File: config.mk
export PLATFORM = sky130hd
export DESIGN_NAME = address_region_table
export DESIGN_NICKNAME = d
export VERILOG_FILES = /design/src/sv/arat_pkg.sv /design/src/sv/arat_store.sv /design/src/sv/arat_hit.sv /design/src/sv/address_region_table.sv
export SDC_FILE = /design/constraint.sdc
export NUM_CORES = 2
export LEC_CHECK = 0
export ABC_AREA = 1
export ABC_CLOCK_PERIOD_IN_PS = 9400
export BUFFER_PORTS_ARGS = -buffer_cell sky130_fd_sc_hd__buf_2
export CAP_MARGIN = 5
export CORE_UTILIZATION = 57
export DETAILED_ROUTE_END_ITERATION = 10
export GPL_ROUTABILITY_DRIVEN = 1
export GPL_TIMING_DRIVEN = 0
export HOLD_SLACK_MARGIN = 0.1
export PLACE_DENSITY_LB_ADDON = 0.12
export SYNTH_ARGS = -nofsm -noshare
export SYNTH_HDL_FRONTEND = slang
export SYNTH_HIERARCHICAL = 1
export SYNTH_SLANG_ARGS = --single-unit
File: constraint.sdc
create_clock -name i_clk -period 9.4 [get_ports i_clk]
set_input_delay 0 -clock i_clk [delete_from_list [all_inputs] [get_ports i_clk]]
set_output_delay 0 -clock i_clk [all_outputs]
set_load 0.01 [all_outputs]
File: src/sv/arat_pkg.sv
// Shared types, codes and constants for the address region table.
package arat_pkg;

    // Sizes
    localparam int ENTRIES_DEF = 16;
    localparam int MAX_SIZES   = 4;
    localparam int SHIFT_REGS  = 4;
    localparam int SIZE_LIM    = (MAX_SIZES < SHIFT_REGS) ? MAX_SIZES : SHIFT_REGS;
    localparam int ADDR_W      = 64;
    localparam int LEN_W       = 32;
    localparam int SLOT_W      = 4;
    localparam int SHIFT_W     = 6;
    localparam int COUNT_W     = 3;
    localparam int KIW         = $clog2(SHIFT_REGS);
    localparam int CFG_IDX_W   = 3;
    localparam int CFG_DATA_W  = 6;

    // Configuration register indexes
    localparam logic [CFG_IDX_W-1:0] REG_SIZE_COUNT   = 3'd0;
    localparam logic [CFG_IDX_W-1:0] REG_SIZE_SHIFT_0 = 3'd1;
    localparam logic [CFG_IDX_W-1:0] REG_SIZE_SHIFT_1 = 3'd2;
    localparam logic [CFG_IDX_W-1:0] REG_SIZE_SHIFT_2 = 3'd3;
    localparam logic [CFG_IDX_W-1:0] REG_SIZE_SHIFT_3 = 3'd4;

    // Configuration reset values
    localparam logic [COUNT_W-1:0] SIZE_COUNT_RST   = 3'd3;
    localparam logic [SHIFT_W-1:0] SIZE_SHIFT_0_RST = 6'd12;
    localparam logic [SHIFT_W-1:0] SIZE_SHIFT_1_RST = 6'd21;
    localparam logic [SHIFT_W-1:0] SIZE_SHIFT_2_RST = 6'd30;
    localparam logic [SHIFT_W-1:0] SIZE_SHIFT_3_RST = 6'd39;

    typedef enum logic [1:0] {
        OP_REGISTER,
        OP_UNREGISTER,
        OP_RANGE,
        OP_PAGE
    } t_op;

    typedef enum logic [1:0] {
        ST_OK,
        ST_OVERLAP,
        ST_FULL,
        ST_NO_SLOT
    } t_status;

    typedef enum logic [2:0] {
        S_IDLE,
        S_SETUP,
        S_SCAN,
        S_WAIT,
        S_EVAL,
        S_FINISH
    } t_state;

    // Store commands for one cycle
    typedef struct packed {
        logic rd;
        logic wr;
        logic clr;
    } t_store_ctl;

    // One table row as read from the store
    typedef struct packed {
        logic              valid;
        logic              live;
        logic [ADDR_W-1:0] base;
        logic [LEN_W-1:0]  len;
    } t_row;

    // Result of the overlap unit for one row
    typedef struct packed {
        logic              valid;
        logic              hit;
        logic              live;
        logic [ADDR_W-1:0] base;
        logic [ADDR_W-1:0] rend;
    } t_hit_res;

endpackage

File: src/sv/arat_store.sv
// Region storage: base/length memory with registered read, live bits in flops.
module arat_store import arat_pkg::*; #(
    parameter int ENTRIES = ENTRIES_DEF,
    localparam int IW = (ENTRIES > 1) ? $clog2(ENTRIES) : 1
) (
    input  logic               i_clk,
    input  logic               i_rst_n,
    input  t_store_ctl         i_ctl,
    input  logic [IW-1:0]      i_rd_idx,
    input  logic [IW-1:0]      i_wr_idx,
    input  logic [ADDR_W-1:0]  i_wr_base,
    input  logic [LEN_W-1:0]   i_wr_len,
    output t_row               o_row,
    output logic [ENTRIES-1:0] o_live
);

    logic [ADDR_W-1:0]  mem_base [ENTRIES];
    logic [LEN_W-1:0]   mem_len  [ENTRIES];
    logic [ENTRIES-1:0] r_live;
    logic               r_rd_valid;
    logic               r_rd_live;
    logic [ADDR_W-1:0]  r_rd_base;
    logic [LEN_W-1:0]   r_rd_len;

    // Memory write and registered read
    always_ff @(posedge i_clk) begin
        if (i_ctl.wr) begin
            mem_base[i_wr_idx] <= i_wr_base;
            mem_len[i_wr_idx]  <= i_wr_len;
        end
        if (i_ctl.rd) begin
            r_rd_base <= mem_base[i_rd_idx];
            r_rd_len  <= mem_len[i_rd_idx];
            r_rd_live <= r_live[i_rd_idx];
        end
    end

    // Live bits and read valid
    always_ff @(posedge i_clk) begin
        if (!i_rst_n) begin
            r_live     <= '0;
            r_rd_valid <= 1'b0;
        end else begin
            r_rd_valid <= i_ctl.rd;
            if (i_ctl.wr) begin
                r_live[i_wr_idx] <= 1'b1;
            end else if (i_ctl.clr) begin
                r_live[i_wr_idx] <= 1'b0;
            end
        end
    end

    assign o_row.valid = r_rd_valid;
    assign o_row.live  = r_rd_live;
    assign o_row.base  = r_rd_base;
    assign o_row.len   = r_rd_len;
    assign o_live      = r_live;

endmodule

File: src/sv/arat_hit.sv
// Shared overlap unit: offset subtract, then limit compares, one row per cycle.
module arat_hit import arat_pkg::*; (
    input  logic              i_clk,
    input  logic              i_rst_n,
    input  t_row              i_row,
    input  logic [ADDR_W-1:0] i_start,
    input  logic [ADDR_W-1:0] i_lim,
    output t_hit_res          o_res
);

    logic              r_valid;
    logic              r_live;
    logic [ADDR_W-1:0] r_a;
    logic [ADDR_W-1:0] r_d;
    logic [ADDR_W-1:0] r_base;
    logic [ADDR_W-1:0] r_end;

    // Stage one: offset of the access from the base, last offset inside the row
    always_ff @(posedge i_clk) begin
        r_a    <= i_start - i_row.base;
        r_d    <= ADDR_W'(i_row.len) - ADDR_W'(1);
        r_base <= i_row.base;
        r_end  <= i_row.base + ADDR_W'(i_row.len);
        r_live <= i_row.live;
    end

    always_ff @(posedge i_clk) begin
        if (!i_rst_n) begin
            r_valid <= 1'b0;
        end else begin
            r_valid <= i_row.valid;
        end
    end

    // Stage two: clear of the row when offset is past it and the access does not wrap
    assign o_res.valid = r_valid;
    assign o_res.live  = r_live;
    assign o_res.hit   = r_live && !((r_d < r_a) && (r_a <= i_lim));
    assign o_res.base  = r_base;
    assign o_res.rend  = r_end;

endmodule

File: src/sv/address_region_table.sv
// Address region table top level: sequencer, configuration and result register.
//
//  channel  | handshake                  | payload
//  ---------+----------------------------+---------------------------------------
//  input    | i_in_valid / o_in_stall    | i_operation i_address i_length i_slot
//  result   | o_out_valid / i_out_stall  | o_status o_given_slot o_range_end
//           |                            | o_free_sizes
//  config   | i_cfg_valid / o_cfg_ready  | i_cfg_index i_cfg_data
//
// Register and range query scan every row once through the overlap unit.
// Unregister goes straight to evaluation without a scan; zero-length range query
// and page-size query with no sizes go straight to the finish state. Page-size
// query runs one scan per page size tried. The scan issues one memory read per
// cycle. Reset clears all live bits at once; no clearing pass.
// A finished result waits in the result register while the next beat is taken.
module address_region_table import arat_pkg::*; #(
    parameter int ENTRIES = ENTRIES_DEF
) (
    input  logic                  i_clk,
    input  logic                  i_rst_n,
    // input items
    input  logic                  i_in_valid,
    output logic                  o_in_stall,
    input  logic [1:0]            i_operation,
    input  logic [ADDR_W-1:0]     i_address,
    input  logic [LEN_W-1:0]      i_length,
    input  logic [SLOT_W-1:0]     i_slot,
    // results
    output logic                  o_out_valid,
    input  logic                  i_out_stall,
    output logic [1:0]            o_status,
    output logic [SLOT_W-1:0]     o_given_slot,
    output logic [ADDR_W-1:0]     o_range_end,
    output logic [COUNT_W-1:0]    o_free_sizes,
    // configuration writes
    input  logic                  i_cfg_valid,
    output logic                  o_cfg_ready,
    input  logic [CFG_IDX_W-1:0]  i_cfg_index,
    input  logic [CFG_DATA_W-1:0] i_cfg_data
);

    localparam int IW = (ENTRIES > 1) ? $clog2(ENTRIES) : 1;
    localparam logic [IW-1:0] LAST_IDX = IW'(ENTRIES - 1);

    t_state               r_state, n_state;
    t_store_ctl           st_ctl;
    logic                 scan_start;
    logic                 in_acc;

    // Item registers
    t_op                  r_op;
    logic [ADDR_W-1:0]    r_addr;
    logic [SLOT_W-1:0]    r_slot;
    logic [LEN_W-1:0]     r_len;
    logic [ADDR_W-1:0]    r_start;
    logic [ADDR_W-1:0]    r_lim;
    logic [COUNT_W-1:0]   r_k;
    logic [COUNT_W-1:0]   r_nfree;

    // Scan counters and accumulators
    logic [IW-1:0]        r_iss;
    logic [IW-1:0]        r_rcv;
    logic                 r_any;
    logic                 r_free_found;
    logic [IW-1:0]        r_free;
    logic                 r_best_found;
    logic [ADDR_W-1:0]    r_best_base;
    logic [ADDR_W-1:0]    r_best_end;

    // Pending result
    t_status              r_st;
    logic [SLOT_W-1:0]    r_gs;
    logic [ADDR_W-1:0]    r_re;

    // Result register
    logic                 r_out_valid;
    t_status              r_out_status;
    logic [SLOT_W-1:0]    r_out_slot;
    logic [ADDR_W-1:0]    r_out_end;
    logic [COUNT_W-1:0]   r_out_free;

    // Configuration
    logic [COUNT_W-1:0]   r_size_count;
    logic [SHIFT_W-1:0]   r_shift [SHIFT_REGS];

    t_row                 row;
    t_hit_res             hit_res;
    logic [ENTRIES-1:0]   live;
    logic [IW-1:0]        wr_idx;
    logic [COUNT_W-1:0]   n_eff;
    logic [ADDR_W-1:0]    page_mask;
    logic                 slot_ok;
    logic                 out_free;

    assign in_acc     = i_in_valid && (r_state == S_IDLE);
    assign o_in_stall = (r_state != S_IDLE);
    assign out_free   = !r_out_valid || !i_out_stall;
    assign n_eff      = (r_size_count > COUNT_W'(SIZE_LIM)) ? COUNT_W'(SIZE_LIM) : r_size_count;
    assign page_mask  = {ADDR_W{1'b1}} << r_shift[r_k[KIW-1:0]];
    assign slot_ok    = (32'(r_slot) < ENTRIES) && live[IW'(r_slot)];
    assign wr_idx     = (r_op == OP_UNREGISTER) ? IW'(r_slot) : r_free;

    arat_store #(
        .ENTRIES   (ENTRIES)
    ) u_store (
        .i_clk     (i_clk),
        .i_rst_n   (i_rst_n),
        .i_ctl     (st_ctl),
        .i_rd_idx  (r_iss),
        .i_wr_idx  (wr_idx),
        .i_wr_base (r_addr),
        .i_wr_len  (r_len),
        .o_row     (row),
        .o_live    (live)
    );

    arat_hit u_hit (
        .i_clk     (i_clk),
        .i_rst_n   (i_rst_n),
        .i_row     (row),
        .i_start   (r_start),
        .i_lim     (r_lim),
        .o_res     (hit_res)
    );

    // State register
    always_ff @(posedge i_clk) begin
        if (!i_rst_n) begin
            r_state <= S_IDLE;
        end else begin
            r_state <= n_state;
        end
    end

    // Sequencer: next state and store commands
    always_comb begin
        n_state    = r_state;
        st_ctl     = '0;
        scan_start = 1'b0;
        unique case (r_state)
            S_IDLE: begin
                if (i_in_valid) begin
                    unique case (t_op'(i_operation))
                        OP_REGISTER: begin
                            n_state    = S_SCAN;
                            scan_start = 1'b1;
                        end
                        OP_UNREGISTER: begin
                            n_state = S_EVAL;
                        end
                        OP_RANGE: begin
                            if (i_length != '0) begin
                                n_state    = S_SCAN;
                                scan_start = 1'b1;
                            end else begin
                                n_state = S_FINISH;
                            end
                        end
                        OP_PAGE: begin
                            n_state = (n_eff == '0) ? S_FINISH : S_SETUP;
                        end
                        default: n_state = S_IDLE;
                    endcase
                end
            end
            S_SETUP: begin
                n_state    = S_SCAN;
                scan_start = 1'b1;
            end
            S_SCAN: begin
                st_ctl.rd = 1'b1;
                if (r_iss == LAST_IDX) begin
                    n_state = S_WAIT;
                end
            end
            S_WAIT: begin
                if (hit_res.valid && (r_rcv == LAST_IDX)) begin
                    n_state = S_EVAL;
                end
            end
            S_EVAL: begin
                n_state = S_FINISH;
                unique case (r_op)
                    OP_REGISTER: begin
                        st_ctl.wr = !r_any && r_free_found;
                    end
                    OP_UNREGISTER: begin
                        st_ctl.clr = slot_ok;
                    end
                    OP_PAGE: begin
                        if (!r_any && ((r_k + COUNT_W'(1)) < n_eff)) begin
                            n_state = S_SETUP;
                        end
                    end
                    default: n_state = S_FINISH;
                endcase
            end
            S_FINISH: begin
                if (out_free) begin
                    n_state = S_IDLE;
                end
            end
            default: n_state = S_IDLE;
        endcase
    end

    // Item capture, scan bookkeeping and result build
    always_ff @(posedge i_clk) begin
        if (in_acc) begin
            r_op    <= t_op'(i_operation);
            r_addr  <= i_address;
            r_len   <= i_length;
            r_slot  <= i_slot;
            r_start <= i_address;
            r_lim   <= ~(ADDR_W'(i_length) - ADDR_W'(1));
            r_k     <= '0;
            r_nfree <= '0;
            r_st    <= ST_OK;
            r_gs    <= '0;
            r_re    <= '0;
        end

        // Aligned block for the current page size
        if (r_state == S_SETUP) begin
            r_start <= r_addr & page_mask;
            r_lim   <= page_mask;
        end

        if (scan_start) begin
            r_iss        <= '0;
            r_rcv        <= '0;
            r_any        <= 1'b0;
            r_free_found <= 1'b0;
            r_free       <= '0;
            r_best_found <= 1'b0;
            r_best_base  <= '0;
            r_best_end   <= '0;
        end else begin
            if ((r_state == S_SCAN) && (r_iss != LAST_IDX)) begin
                r_iss <= r_iss + IW'(1);
            end
            // Fold in one row result, rows arrive in index order
            if (hit_res.valid) begin
                if (r_rcv != LAST_IDX) begin
                    r_rcv <= r_rcv + IW'(1);
                end
                if (hit_res.hit) begin
                    r_any <= 1'b1;
                    if (!r_best_found || (hit_res.base < r_best_base)) begin
                        r_best_found <= 1'b1;
                        r_best_base  <= hit_res.base;
                        r_best_end   <= hit_res.rend;
                    end
                end
                if (!hit_res.live && !r_free_found) begin
                    r_free_found <= 1'b1;
                    r_free       <= r_rcv;
                end
            end
        end

        if (r_state == S_EVAL) begin
            case (r_op)
                OP_REGISTER: begin
                    if (r_any) begin
                        r_st <= ST_OVERLAP;
                    end else if (!r_free_found) begin
                        r_st <= ST_FULL;
                    end else begin
                        r_gs <= SLOT_W'(r_free);
                    end
                end
                OP_UNREGISTER: begin
                    if (!slot_ok) begin
                        r_st <= ST_NO_SLOT;
                    end
                end
                OP_RANGE: begin
                    r_re <= r_best_end;
                end
                default: begin
                    if (!r_any) begin
                        r_nfree <= r_nfree + COUNT_W'(1);
                        r_k     <= r_k + COUNT_W'(1);
                    end
                end
            endcase
        end

        // Result payload
        if ((r_state == S_FINISH) && out_free) begin
            r_out_status <= r_st;
            r_out_slot   <= r_gs;
            r_out_end    <= r_re;
            r_out_free   <= r_nfree;
        end
    end

    // Result valid
    always_ff @(posedge i_clk) begin
        if (!i_rst_n) begin
            r_out_valid <= 1'b0;
        end else if ((r_state == S_FINISH) && out_free) begin
            r_out_valid <= 1'b1;
        end else if (!i_out_stall) begin
            r_out_valid <= 1'b0;
        end
    end

    // Configuration registers
    always_ff @(posedge i_clk) begin
        if (!i_rst_n) begin
            r_size_count <= SIZE_COUNT_RST;
            r_shift[0]   <= SIZE_SHIFT_0_RST;
            r_shift[1]   <= SIZE_SHIFT_1_RST;
            r_shift[2]   <= SIZE_SHIFT_2_RST;
            r_shift[3]   <= SIZE_SHIFT_3_RST;
        end else if (i_cfg_valid) begin
            unique case (i_cfg_index)
                REG_SIZE_COUNT:   r_size_count <= i_cfg_data[COUNT_W-1:0];
                REG_SIZE_SHIFT_0: r_shift[0]   <= i_cfg_data;
                REG_SIZE_SHIFT_1: r_shift[1]   <= i_cfg_data;
                REG_SIZE_SHIFT_2: r_shift[2]   <= i_cfg_data;
                REG_SIZE_SHIFT_3: r_shift[3]   <= i_cfg_data;
                default: ;
            endcase
        end
    end

    assign o_cfg_ready  = 1'b1;
    assign o_out_valid  = r_out_valid;
    assign o_status     = r_out_status;
    assign o_given_slot = r_out_slot;
    assign o_range_end  = r_out_end;
    assign o_free_sizes = r_out_free;

    // Checks
    a_busy_after_accept: assert property (@(posedge i_clk) disable iff (!i_rst_n)
        (i_in_valid && !o_in_stall) |=> o_in_stall)
        else $error("input taken again right after a beat");

    a_rows_only_in_scan: assert property (@(posedge i_clk) disable iff (!i_rst_n)
        hit_res.valid |-> (r_state == S_SCAN || r_state == S_WAIT))
        else $error("row result outside a scan");

    a_write_free_slot: assert property (@(posedge i_clk) disable iff (!i_rst_n)
        st_ctl.wr |-> !live[r_free])
        else $error("register overwrites a live entry");

    a_free_sizes_bound: assert property (@(posedge i_clk) disable iff (!i_rst_n)
        o_out_valid |-> (o_free_sizes <= COUNT_W'(SIZE_LIM)))
        else $error("free size count out of range");

endmodule

==> summary.md <==
| Metric | Value |
|---|---|
| Gates resized, CTS repair | 0 |
| Hold Violations, Final | 0 |
| Run status | complete, no violations |
| Hold Crit Class | primary input to register |
| Max Fclk | 0.198 GHz |
| Routed vias | 85400 |
| Avg WL per Cell | 25.4 µm |
| Gate Count Post-Synth | 11600 |
| Number of synthesized flops with an enable pin | 1960 |
| Relative slew slack | 0.0165 |
| Final Max Tran Viols | 0 |
| Final design utilization | 0.656 |
| Mapped Area | 110000 µm² |
| Arr. time, crit path | 5.83 ns |
| Met3 GRT Util | 0.0968 |
| CTS sink count | 2430 |
| Crit path kind | register to register |
| Worst-path clk slew | 0.06 ns |
| Die Y | 442 µm |
| Busiest grt layer | met2 |
| Root buf cell | clkbuf_16 |
| Initial antenna violation count | 34 |
| Largest net degree at the start of global routing | 74 |
| R2R cell count | 18 |
| WP data required | 10.17 ns |
| Vias per inst | 5.68 |
| DRT Pass-1 Iters | 7 |
| R2r endpoint | r_best_base[32] |
| Share of the synthesized area in the top cell type | 0.534 |
| Ys flop type | edfxtp_1 |
| Peak VDD IR | 219 µV |
| Place WS | 4.45 ns |
| First-pass GRT wire length | 538000 µm |
| Yosys reg bits | 2430 |
| Final setup viols | 0 |
| Hold Path Cell Cnt | 4 |
| Cell with the most instances after synthesis | nand2_1 |
| Fin crit share | 0.538 |
| Leak | 54.4 nW |
| Hold_sp | i_address[16] |
| M2 GR Usage | 0.625 |
| Hold Path Sink | r_start[16] |
| R2R Path Start | r_lim[63] |
| Pwr/cell area | 296 nW/µm² |
| Final setup margin | 4.34 ns |
| Vias in the first global route | 80700 |
| GRT Resource Usage Total | 0.384 |
| CP startpoint kind | register |
| DRC | 0 |
| Cell Area, Placed | 115000 µm² |
| RSZ-0062 raised after global routing | false |
| Final Wtd Congestion | 1.06 |
| Multi-input gate area | 32000 µm² |
| Die area | 195000 µm² |
| CTS max path bufs | 3 |
| Nets@finish | 12700 |
| Pwr Total | 37.1 mW |
| Initial DRC count | 10200 |
| DIE WIDTH | 442 µm |
| Synth top area cells | edfxtp_1 53%, nand2_1 10%, dfxtp_1 8.5% |
| Fin crit period | 5.06 ns |
| Initial Utilization | 0.577 |
| CP startpoint | r_lim[63] |
| # port buffers | 190 |
| Crit path max fanout | 10 |
| Async SR Flop Fraction | 0 |
| Mapped Avg Cell Area | 9.52 µm² |
| Worst-Skew Late Latency | 0.92 ns |
| Yosys warns | 6 |
| Routed wire length | 382000 µm |
| Core area | 191000 µm² |
| # fillers | 15000 |
| CTS tree | yes |
| Tightest Pin Transition | 1.46 ns |
| Worst Skew | 0.0776 ns |
| Synth cell count leaders | 3078 x nand2_1, 2052 x inv_1, 1960 x edfxtp_1 |
| Critical path capture point type | register |
| Total CTS buffers | 239 |
| # rows | 160 |
| Yosys top cell by area | edfxtp_1 |
| Area Overhead vs Synth | 13.8% |
| H-tree depth | 4 |
| Maxcap violations | 0 |
| Layout cell share with drive strength beyond 1 | 0.0751 |
| FF-to-FF setup slack | 4.34 ns |
| Register area | 68300 µm² |
| Antenna-violating nets left | 0 |
| Ports | 192 |
| Grt ovf | 0 |
| Syn nets | 12000 |
| Synth unique cells | 66 |
| Post-detail-place hpwl | 275000 µm |
| Seq/Total Area, Yosys | 0.620 |
| Final instance area | 125000 µm² |
| Grt met1 use | 0.459 |
==> stage by stage <==
step | TNS, ns | hold slack, ns | std cells
2_1_floorplan | 0 | 0.0935 | 11600
3_3_place_gp | -359.84 | 0.180 | 14300
3_5_place_dp | 0 | 0.179 | 14300
4_1_cts | 0 | 0.100 | 15000
5_1_grt | 0 | 0.125 | 15000
6_report | 0 | 0.146 | 15000
==> layout make-up <==
type | count | share of cell area
timing repair buffer | 461 | 0.0320
inverter | 2080 | 0.0630
clock buffer | 300 | 0.0518
buffer | 448 | 0.0171
multi-input combinational | 6618 | 0.255
clock inverter | 147 | 0.0107
tap | 2511 | 0.0251
sequential | 2430 | 0.545
antenna | 32 | 0.000639
==> critical path, stage by stage (launching register included) <==
cell	delay (ns)
edfxtp_1	0.36
inv_1	0.44
ha_1	0.25
nand2_1	0.07
nor2_1	0.13
nand2_1	0.08
nor2_1	0.47
nand3b_1	0.50
o21bai_1	0.31
a21oi_1	0.12
nor2_1	0.13
nor2_1	0.15
nand2_1	0.14
clkinv_1	0.17
clkbuf_1	0.64
clkbuf_1	0.45
nand3_1	0.37
nand2_1	0.14
nor2_1	0.04
==> report_power, final <==
group          internal (mW)  total (mW)  switching [mW]
clock                   5.32        9.55            4.23
sequential              13.4        14.7            1.38
combinational           3.44        12.8            9.39
==> what timing repair did <==
| item | in CTS | in global routing |
|---|---|---|
| setup buffers | 0 | 0 |
| endpoints found under the hold margin | 514 | 0 |
| hold buffers | 238 | 0 |
==> worst max path at each step <==
stage | end | slack [ns] | cells after the start
after floorplan | r_state[1] | 0.24 | 7
after global placement | r_state[1] | -8.61 | 7
after detailed placement | r_best_base[32] | 4.45 | 18
after CTS | r_best_base[32] | 4.43 | 18
after global routing | r_best_base[32] | 4.13 | 18
final | r_best_base[32] | 4.34 | 18
==> placed cells by master (no fill, tap or decap), types with 10 or more instances in the layout <==
| cell type | netlist | final |
|---|---|---|
| inv_6 | 0 | 26 |
| a32o_1 | 13 | 13 |
| a31oi_1 | 13 | 13 |
| a21oi_1 | 387 | 387 |
| o21ai_1 | 26 | 27 |
| nand3_1 | 1535 | 1535 |
| nand4_1 | 42 | 42 |
| buf_6 | 13 | 24 |
| clkinv_1 | 3 | 55 |
| o211ai_1 | 13 | 13 |
| buf_16 | 0 | 18 |
| a22o_1 | 18 | 18 |
| inv_1 | 2052 | 2035 |
| ha_1 | 293 | 293 |
| buf_2 | 230 | 420 |
| xnor2_1 | 20 | 20 |
| inv_2 | 24 | 24 |
| edfxtp_1 | 1960 | 1960 |
| buf_4 | 20 | 21 |
| clkbuf_1 | 141 | 178 |
| nand3b_1 | 13 | 13 |
| nor4_1 | 18 | 18 |
| nor2_1 | 597 | 596 |
| buf_1 | 44 | 44 |
| o21bai_1 | 11 | 11 |
| clkbuf_8 | 0 | 13 |
| nor3_1 | 70 | 69 |
| a21o_1 | 22 | 22 |
| clkinvlp_4 | 0 | 10 |
| o21ai_0 | 238 | 237 |
| dlygate4sd3_1 | 0 | 238 |
| clkinv_2 | 0 | 44 |
| xor2_1 | 106 | 106 |
| bufinv_16 | 0 | 15 |
| nand2_1 | 3078 | 3077 |
| dfxtp_1 | 470 | 469 |
| clkbuf_16 | 0 | 246 |
| diode_2 | 0 | 32 |
| o21a_1 | 15 | 15 |
==> cell families after synthesis <==
kind of cell               synth area share
and+or+nand+nor                       0.206
buffers and inverters                0.0903
DFF                                   0.620
AOI/OAI and AO/OA                    0.0403
adders and majority gates            0.0336
xor gates and xnor gates             0.0100
other                             0.0000340
==> metal layers <==
| layer | vias to the layer above | routed length, µm |
|---|---|---|
| li1 | 39000 | - |
| met1 | 40300 | 136000 |
| met2 | 4945 | 178000 |
| met3 | 1097 | 40600 |
| met4 | 10 | 26600 |
| met5 | - | 59 |
==> registers in the layout (all words and copies together), names as in the netlist, 24 cells and up, named ones only <==
signal / count
r_shift: 24
u_hit/r_base: 64
r_re: 64
r_addr: 64
u_store/mem_base: 1024
r_len: 32
r_best_base: 64
u_hit/r_d: 33
u_store/r_rd_base: 64
r_lim: 64
r_start: 64
u_store/mem_len: 512
u_store/r_rd_len: 32
u_hit/r_end: 64
o_range_end: 64
r_best_end: 64
u_hit/r_a: 64
Power figures use the tool's default switching activity.
